--- config.mk ---
export PLATFORM = sky130hd
export DESIGN_NAME = nrsh_sqrt
export DESIGN_NICKNAME = d
export VERILOG_FILES = /design/src/hw/rtl/nrsh_pkg.sv /design/src/hw/rtl/nrsh_sqrt.sv
export SDC_FILE = /design/constraint.sdc
export NUM_CORES = 1
export LEC_CHECK = 0
export ABC_AREA = 1
export BUFFER_PORTS_ARGS = -buffer_cell sky130_fd_sc_hd__buf_2
export CAP_MARGIN = 25
export CORE_UTILIZATION = 55
export DETAILED_ROUTE_END_ITERATION = 8
export GPL_ROUTABILITY_DRIVEN = 0
export GPL_TIMING_DRIVEN = 0
export PLACE_DENSITY = 0.79
export SETUP_SLACK_MARGIN = 0.05
export SYNTH_ARGS = -nofsm -noshare
export SYNTH_HDL_FRONTEND = slang
export SYNTH_SLANG_ARGS = --single-unit
--- constraint.sdc ---
create_clock -name clk -period 6.45 [get_ports clk]
set_input_delay 1.935 -clock clk [delete_from_list [all_inputs] [get_ports clk]]
set_output_delay 1.935 -clock clk [all_outputs]
set_load 0.01 [all_outputs]
--- src/hw/rtl/nrsh_pkg.sv ---
package nrsh_pkg;

    localparam int COORD_W  = 32;
    localparam int DIR_W    = 18;
    localparam int RAD_W    = 31;
    localparam int IDX_W    = 3;
    localparam int SQ_W     = 66;

    localparam logic [IDX_W-1:0] REG_ORIGIN_X = 3'd0;
    localparam logic [IDX_W-1:0] REG_ORIGIN_Y = 3'd1;
    localparam logic [IDX_W-1:0] REG_ORIGIN_Z = 3'd2;
    localparam logic [IDX_W-1:0] REG_DIR_X    = 3'd3;
    localparam logic [IDX_W-1:0] REG_DIR_Y    = 3'd4;
    localparam logic [IDX_W-1:0] REG_DIR_Z    = 3'd5;
    localparam logic [IDX_W-1:0] REG_RADIUS   = 3'd6;

    localparam logic signed [31:0] I32_MAX = 32'sh7FFF_FFFF;
    localparam logic signed [31:0] I32_MIN = 32'sh8000_0000;

    // Saturate a 34 bit signed value to 32 bits.
    function automatic logic signed [31:0] sat34(input logic signed [33:0] v);
        logic signed [31:0] r;
        begin
            if (v > 34'sd2147483647)
                r = I32_MAX;
            else if (v < -34'sd2147483648)
                r = I32_MIN;
            else
                r = v[31:0];
            return r;
        end
    endfunction

    // Square root request and response between the sequencer and the root unit.
    typedef struct packed {
        logic        start;
        logic [63:0] radicand;
    } sqrt_req_t;

    typedef struct packed {
        logic        done;
        logic [31:0] root;
    } sqrt_rsp_t;

endpackage

--- src/hw/rtl/nrsh_sqrt.sv ---
module nrsh_sqrt
    import nrsh_pkg::*;
(
    input  logic      clk,
    input  logic      rst_n,
    input  sqrt_req_t req,
    output sqrt_rsp_t rsp
);

    // Restoring square root, one result bit per cycle.
    logic [63:0] rem_reg, rem_next;
    logic [31:0] root_reg, root_next;
    logic [63:0] src_reg, src_next;
    logic [5:0]  cnt_reg, cnt_next;
    logic        busy_reg, busy_next;
    logic        done_reg, done_next;
    logic [63:0] trial;
    logic [63:0] shifted;

    always_comb
    begin
        rem_next  = rem_reg;
        root_next = root_reg;
        src_next  = src_reg;
        cnt_next  = cnt_reg;
        busy_next = busy_reg;
        done_next = 1'b0;
        shifted   = {rem_reg[61:0], src_reg[63:62]};
        trial     = {root_reg[29:0], 2'b01} | 64'd0;
        trial     = {30'd0, root_reg, 2'b01};
        if (req.start)
        begin
            rem_next  = '0;
            root_next = '0;
            src_next  = req.radicand;
            cnt_next  = '0;
            busy_next = 1'b1;
        end
        else if (busy_reg)
        begin
            src_next = {src_reg[61:0], 2'b00};
            if (shifted >= trial)
            begin
                rem_next  = shifted - trial;
                root_next = {root_reg[30:0], 1'b1};
            end
            else
            begin
                rem_next  = shifted;
                root_next = {root_reg[30:0], 1'b0};
            end
            cnt_next = cnt_reg + 6'd1;
            if (cnt_reg == 6'd31)
            begin
                busy_next = 1'b0;
                done_next = 1'b1;
            end
        end
    end

    always_ff @(posedge clk or negedge rst_n)
    begin
        if (!rst_n)
        begin
            busy_reg <= 1'b0;
            done_reg <= 1'b0;
            cnt_reg  <= '0;
        end
        else
        begin
            busy_reg <= busy_next;
            done_reg <= done_next;
            cnt_reg  <= cnt_next;
        end
    end

    always_ff @(posedge clk)
    begin
        rem_reg  <= rem_next;
        root_reg <= root_next;
        src_reg  <= src_next;
    end

    assign rsp.done = done_reg;
    assign rsp.root = root_reg;

`ifndef SYNTHESIS
    a_done_pulse: assert property (@(posedge clk) disable iff (!rst_n)
        rsp.done |=> !rsp.done) else $error("sqrt done held");
    a_done_idle: assert property (@(posedge clk) disable iff (!rst_n)
        rsp.done |-> !busy_reg) else $error("sqrt done while busy");
    a_start_busy: assert property (@(posedge clk) disable iff (!rst_n)
        req.start |=> busy_reg) else $error("sqrt did not start");
`endif

endmodule

==> results of run 1 <==
-- metal layers --
layer | vias up | share of wire | track usage
li1 | 5501 | - | -
met1 | 4778 | 0.42 | 0.405
met4 | 0 | 0.053 | 0.158
met3 | 99 | 0.11 | 0.0784
met2 | 522 | 0.42 | 0.482
met5 | - | 0 | 0
-- kinds of logic after synthesis --
group           share of synthesized area
xor+xnor                           0.0203
compound gates                     0.0536
simple gates                        0.404
buf+inv                             0.110
fa+ha+maj                          0.0407
flops                               0.372
-- cells in the final DEF (no fill, tap or decap), types with 2 or more instances in the layout --
cell / n
a21oi_1: 34
a21oi_2: 2
buf_2: 103
buf_4: 2
buf_6: 7
buf_8: 2
clkbuf_1: 30
clkbuf_16: 17
clkinv_1: 3
dfrtp_1: 8
dfxtp_1: 94
edfxtp_1: 64
ha_1: 35
inv_1: 241
inv_2: 2
inv_6: 5
inv_8: 6
nand2_1: 802
nand2_2: 15
nand3_1: 84
nand3b_1: 8
nand4_1: 12
nor2_1: 129
nor2_2: 5
nor2_4: 2
nor3_1: 18
nor4_1: 2
o21ai_0: 27
o21ai_1: 6
o22ai_1: 32
xnor2_1: 2
xor2_1: 23
-- cell usage after synthesis (2+ instances only) --
master    number
nand2_1      802
inv_1        241
nor2_1       129
dfxtp_1       94
nand3_1       84
edfxtp_1      64
ha_1          35
a21oi_1       34
o22ai_1       32
clkbuf_1      31
o21ai_0       27
xor2_1        23
nor3_1        18
nand2_2       15
nand4_1       12
dfrtp_1        8
nand3b_1       8
buf_6          7
o21ai_1        6
nor2_2         5
buf_2          4
clkinv_1       3
a21oi_2        2
buf_4          2
buf_8          2
inv_2          2
nor2_4         2
nor4_1         2
xnor2_1        2
-- layout make-up --
cell class                      instances  area, sq um  area share
Buffer                                 46          264      0.0216
Clock buffer                           17          425      0.0349
Clock inverter                         15          183      0.0150
Inverter                              246          923      0.0757
Multi-Input combinational cell       1245         5580       0.457
Sequential cell                       166         4000       0.328
Tap cell                              260          325      0.0267
Timing Repair Buffer                   99          495      0.0406
-- where the power goes --
part | internal [uW] | leakage, uW | switching, uW
combinational | 1250 | 0.00475 | 2640
sequential | 1300 | 0.00158 | 196
clock | 563 | 0.000301 | 509
-- metrics by stage --
step                setup WS [ns]  power [uW]  cell area, sq um  hold WS [ns]
finish                       2.53        6460             12200         0.461
global route                 2.42        7000             12200         0.490
CTS                          2.58        6350             12200         0.464
detailed placement           2.14        5260             11600         0.452
global placement            0.783        5190             11600         0.445
floorplan                    1.91        4320             10800         0.427
-- final timing paths --
check / start / endpoint / slack (ns) / cells past startpoint
max: req[64] / root_reg[25]$_SDFFE_PP0P_ / 2.53 / 5
min: rem_reg[61]$_SDFFE_PP0P_ / rem_reg[61]$_SDFFE_PP0P_ / 0.46 / 2
max reg2reg: busy_reg$_DFF_PN0_ / root_reg[25]$_SDFFE_PP0P_ / 3.57 / 5
min reg2reg: rem_reg[61]$_SDFFE_PP0P_ / rem_reg[61]$_SDFFE_PP0P_ / 0.46 / 2
max in group asynchronous: rst_n / cnt_reg[1]$_DFFE_PN0P_ / 4.96 / 1
min in group asynchronous: rst_n / cnt_reg[0]$_DFFE_PN0P_ / 1.32 / 1
-- worst max-delay path: cells and delay by family --
family / cells / cell delay, ns
buffers and inverters: 3 / 1.39
AND/OR/NAND/NOR: 1 / 0.54
AO/OA/AOI/OAI: 1 / 0.36
==> summary.md, run 1 <==
| Metric | Value |
|---|---|
| Area grow syn2layout | 13.3% |
| Min-delay worst type | reg2reg |
| Distinct cells, synth | 36 |
| Least-Margin Pin Slew | 0.935 ns |
| Pin count of the biggest net entering global routing | 74 |
| Crit. End Element | register |
| Die X | 142 um |
| CP required | 6.79 ns |
| Final setup viols | 0 |
| Vias | 10900 |
| WL/cell | 14.4 um |
| Max VDD drop | 0.252 mV |
| Crit-path slowest cell | clkbuf_4 |
| Finished Layout Cells | 2094 |
| Asr flop ratio synth | 0.0482 |
| Aggregate negative setup slack | 0 ns |
| Drt initial violations | 930 |
| Row Count | 50 |
| Vias in the first global route | 9910 |
| GRT overflow | 0 |
| First-pass GRT wire length | 48000 um |
| Post-route ant nets | 0 |
| DIE HEIGHT | 142 um |
| Number of flip-flops in the largest register | 64 |
| Outcome | finished, final reports clean |
| Clock Sinks | 166 |
| Gr usage total | 0.312 |
| Core Util, Final | 0.644 |
| CTS tree | yes |
| Worst path arrival time | 4.27 ns |
| Placed instance count | 2062 |
| Ys flop type | dfxtp_1 |
| Yosys warns | 0 |
| Worst Path Max Fanout | 73 |
| CTS resizes | 0 |
| MaxCap Viol Count | 0 |
| CTS Buf Count | 17 |
| Pwr Density | 529 mW/mm^2 |
| Filler cell count | 1764 |
| Critical path cell sequence | buf_2 > nor2_1 > clkinv_1 > clkbuf_4 > o22ai_1 |
| FF+latch count, synth | 166 |
| CP Launch Type | primary input |
| Clock transition at path regs | 0.08 ns |
| Skew-Pair Late Insertion Delay | 0.45 ns |
| FMAX | 0.255 GHz |
| Pre-antenna DRT Iters | 6 |
| Setup bufs post-CTS | 0 |
| # hold bufs at CTS | 0 |
| Slew HR | 0.376 |
| Max Slew Vio Count | 0 |
| Share of cells above drive strength 1 | 0.0960 |
| Residual DRC | 0 |
| Post-synth top area share | 0.280 |
| Antenna diodes | 0 |
| Buffers on Ports | 99 |
| Io pins | 100 |
| Avg Inst Size Synth | 6.32 sq um |
| DP Wirelength | 23500 um |
| Clock Tree Root | clkbuf_16 |
| Top cells by area, synth | nand2_1 (28%), edfxtp_1 (18%), dfxtp_1 (17%) |
| Clock tree buffer depth | 2 |
| Post-synth EDFFs | 64 |
| Cells after Synth | 1703 |
| Max incr delay on CP | 0.69 ns |
| RSZ-0062 raised after global routing | no |
| Area of the core | 0.0190 sq mm |
| Vias per Instance | 5.21 |
| Initial antenna violation count | 0 |
| Sequential share of the synthesized area | 0.372 |
| Tcrit/Tclk final | 0.608 |
| Minimum clock period | 3.92 ns |
| H-Tree Depth | 4 |
| Fin nets | 1923 |
| Starting Density | 0.568 |
| Syn Nets | 1805 |
| Synth Cell Area | 0.0108 sq mm |
| Leak | 0.00663 uW |
| Leading area contributor after synthesis | nand2_1 |
| Hold Fails Final Rpt | 0 |
| Kind of critical path | in2reg |
| Final wirelength | 30100 um |
| DIE AREA | 0.0201 sq mm |
| Setup Skew | 0.0153 ns |
Note: power is estimated with default switching activity, not from simulation.
==> inputs of run 2 (changes only) <==
- ABC_AREA: 1 -> 0
- clock period: 6.45 -> 3.75 ns (I/O delays scaled with it)
==> run 2 against run 1 <==
Die area shrank 10%. Final cell count shrank 33%. Combinational power grew 29%. Sequential power grew 70%. Register-to-register slack lost 3.3 ns. Sequential share of layout area grew 3.0 points. First-iteration DRC count grew 3.2%. Core utilization grew 0.42 points. Largest cell class unchanged.
==> summary.md, run 2 <==
| Metric | Value |
|---|---|
| Outcome | finished, final reports clean |
| DIE AREA | 0.0181 sq mm (-10%) |
| Area of the core | 0.0172 sq mm (-9.1%) |
| Row Count | 48 (-4.0%) |
| DP Wirelength | 18600 um (-21%) |
| Clock Tree Root | clkbuf_16 |
| Max incr delay on CP | 0.40 ns (-0.29 ns) |
| Aggregate negative setup slack | 0 ns (unchanged) |
| Initial antenna violation count | 0 (unchanged) |
| Top cells by area, synth | edfxtp_1 (20%), dfxtp_1 (19%), mux2_2 (7.2%) |
| Number of flip-flops in the largest register | 64 (unchanged) |
| Final setup viols | 0 (unchanged) |
| CTS tree | yes |
| Clock Sinks | 166 (unchanged) |
| Final WS setup | 0.252 ns (-2.28 ns) |
| Clock power frac | 0.193 (+0.027) |
| Crit. End Element | register |
| First-pass GRT wire length | 41500 um (-14%) |
| Place WS | -0.470 ns (-2.61 ns) |
| Avg Inst Size Synth | 9.23 sq um (+46%) |
| Worst Path Max Fanout | 10 (-86%) |
| Kind of critical path | reg2reg |
| Io pins | 100 (unchanged) |
| Ys flop type | dfxtp_1 |
| Fin nets | 1266 (-34%) |
| RSZ-0062 raised after global routing | no |
| CP Launch Type | register |
| Min-delay worst type | reg2reg |
| Pwr Density | 840 mW/mm^2 (+59%) |
| Die X | 135 um (-5.2%) |
| FF+latch count, synth | 166 (unchanged) |
| Psw | 4130 uW (+24%) |
| Starting Density | 0.561 (-0.00757) |
| Filler cell count | 1372 (-22%) |
| Leading area contributor after synthesis | edfxtp_1 |
| Pin count of the biggest net entering global routing | 39 (-47%) |
| Tot Pwr | 9380 uW (+45%) |
| Tcrit/Tclk final | 0.933 |
| H-Tree Depth | 4 (unchanged) |
| Distinct cells, synth | 70 (+94%) |
| Vias | 8779 (-19%) |
| Most frequent cells in the layout | nor2_1 (118), nand2_1 (108), buf_2 (107), dfxtp_1 (94), edfxtp_1 (64) |
| Buffers on Ports | 98 (-1.0%) |
| Leak | 0.00475 uW (-28%) |
| Area grow syn2layout | 15.6% |
| Share of cells above drive strength 1 | 0.213 (+0.117) |
| Final wirelength | 26400 um (-12%) |
| DIE HEIGHT | 135 um (-5.2%) |
| Post-synth EDFFs | 64 (unchanged) |
| Worst path arrival time | 3.84 ns (-0.43 ns) |
| MaxCap Viol Count | 0 (unchanged) |
| WL/cell | 18.8 um (+31%) |
| Internal power | 5250 uW (+68%) |
| Drt initial violations | 960 (+3.2%) |
| FF-to-FF setup slack | 0.25 ns (-3.32 ns) |
| Cells after Synth | 1047 (-39%) |
| Hold Fails Final Rpt | 0 (unchanged) |
| Synth Cell Area | 0.00966 sq mm (-10%) |
| Residual DRC | 0 (unchanged) |
| Sequential share of the synthesized area | 0.414 (+0.0426) |
| Antenna diodes | 0 (unchanged) |
| Syn Nets | 1149 (-36%) |
| Slew HR | 0.401 (+0.0244) |
| Sw Share | 0.440 (-0.0772) |
| GRT overflow | 0 (unchanged) |
| Skew-Pair Late Insertion Delay | 0.45 ns (about the same) |
| Vias per Instance | 6.26 (+20%) |
| Max Slew Vio Count | 0 (unchanged) |
| CTS Buf Count | 17 (unchanged) |
| Max VDD drop | 0.458 mV (+81%) |
| Vias in the first global route | 8229 (-17%) |
| Yosys warns | 0 (unchanged) |
| FMAX | 0.286 GHz |
| Most common cell in the netlist | nor2_1 |
| Combinational Power Share | 0.535 (-0.067) |
| Pre-antenna DRT Iters | 7 (+1) |
| Clock tree buffer depth | 2 (unchanged) |
| Clock transition at path regs | 0.07 ns (about the same) |
| Minimum clock period | 3.50 ns |
| Most common cell after layout, fill and taps aside | nor2_1 |
| Gr usage total | 0.293 (-0.0186) |
| Least-Margin Pin Slew | 0.876 ns (-0.0592 ns) |
| Asr flop ratio synth | 0.0482 (unchanged) |
| CP required | 4.09 ns (-2.70 ns) |
| Setup Skew | 0.0222 ns (+0.00687 ns) |
| Crit-path slowest cell | or3_2 |
| Post-synth top area share | 0.199 (-0.0806) |
| Post-route ant nets | 0 (unchanged) |
| Critical path cell sequence | inv_1 > ha_1 > clkbuf_1 > nand2_1 > nor3_2 > nand2_1 > a211o_1 > a31oi_4 > o211ai_2 > buf_6 > or3_2 > a311oi_1 |
| Sequential Power Share | 0.272 (+0.040) |
| R2R cell count | 12 (+7) |
| Post-synth top cells | nor2_1 (118), nand2_1 (111), dfxtp_1 (94) |
| CP most frequent cell | nand2_1 |
| Hold-critical path depth | 2 (unchanged) |
## run 2: changes by cell type in the layout (fill, tap and decap cells not counted), moves of 16 or more
cell	change
nand2_1	-694
inv_1	-194
nand3_1	-66
mux2_2	+62
mux2i_1	+42
a311oi_1	+35
o22ai_1	-32
xnor2_1	+23
a21oi_1	+20
o21ai_0	+17
or4_1	+17
a211oi_1	+16
## run 2: cells by family after synthesis
family	synth area share
compound gates	0.163
simple gates	0.171
flops	0.414
xor+xnor	0.0353
mux	0.116
buf+inv	0.0546
fa+ha+maj	0.0453
## run 2: path summary, 6_finish.rpt
| kind | from | endpoint |
|---|---|---|
| max | root_reg[21]$_SDFFE_PP0P_ | rem_reg[43]$_SDFFE_PP0P_ |
| min | rem_reg[60]$_SDFFE_PP0P_ | rem_reg[60]$_SDFFE_PP0P_ |
| max reg2reg | root_reg[21]$_SDFFE_PP0P_ | rem_reg[43]$_SDFFE_PP0P_ |
| min reg2reg | rem_reg[60]$_SDFFE_PP0P_ | rem_reg[60]$_SDFFE_PP0P_ |
| max in group asynchronous | rst_n | cnt_reg[3]$_DFFE_PN0P_ |
| min in group asynchronous | rst_n | done_reg$_DFF_PN0_ |
## run 2: routing by layer
metal / routed length (um) / up-vias / share of wire / GRT usage
met1: 11000 / 4119 / 0.42 / 0.375
met4: 889 / 0 / 0.034 / 0.117
met5: 0 / - / 0 / 0
met2: 11800 / 503 / 0.45 / 0.469
li1: - / 4066 / - / -
met3: 2730 / 91 / 0.10 / 0.0807
## run 2: area by class of cell
| type | instances | area, sq um | share of cell area |
|---|---|---|---|
| Buffer | 67 | 343 | 0.0307 |
| Clock buffer | 17 | 425 | 0.0381 |
| Clock inverter | 15 | 181 | 0.0162 |
| Inverter | 48 | 180 | 0.0161 |
| Multi-Input combinational cell | 762 | 5210 | 0.467 |
| Sequential cell | 166 | 4000 | 0.358 |
| Tap cell | 225 | 282 | 0.0252 |
| Timing Repair Buffer | 102 | 542 | 0.0485 |
## run 2: through the flow
step	cell area, sq um	hold WS, ns	instances	utilization
final	11200	0.479	1402	0.648
after global routing	11200	0.498	1402	0.648
after CTS	11100	0.473	1404	0.644
after detailed placement	10500	0.454	1372	0.607
after global placement	10400	0.441	1370	0.605
after floorplan	9660	0.416	1047	-
## run 2: what timing repair did
item / in CTS / in global routing
gates resized for setup: 6 / 15
setup endpoints to repair: 44 / 48
pin swaps: 0 / 1
hold buffers: 0 / 0
setup buffers: 0 / 1
## run 2: critical path: cells and delay by family (launching register included)
family	cells	cell delay [ns]
AND/OR/NAND/NOR	4	0.94
adder cells (fa/ha/maj)	1	0.26
AO/OA/AOI/OAI	4	1.19
buffers and inverters	3	0.63
flip-flops	1	0.36
## run 2: power by group through the flow
stage	clock network [uW]	registers (uW)	logic [uW]
detailed placement	0	2560	4650
global route	1880	2580	5450
CTS	1810	2530	4740
global placement	0	2550	4560
floorplan	0	2470	3630
finish	1810	2550	5020
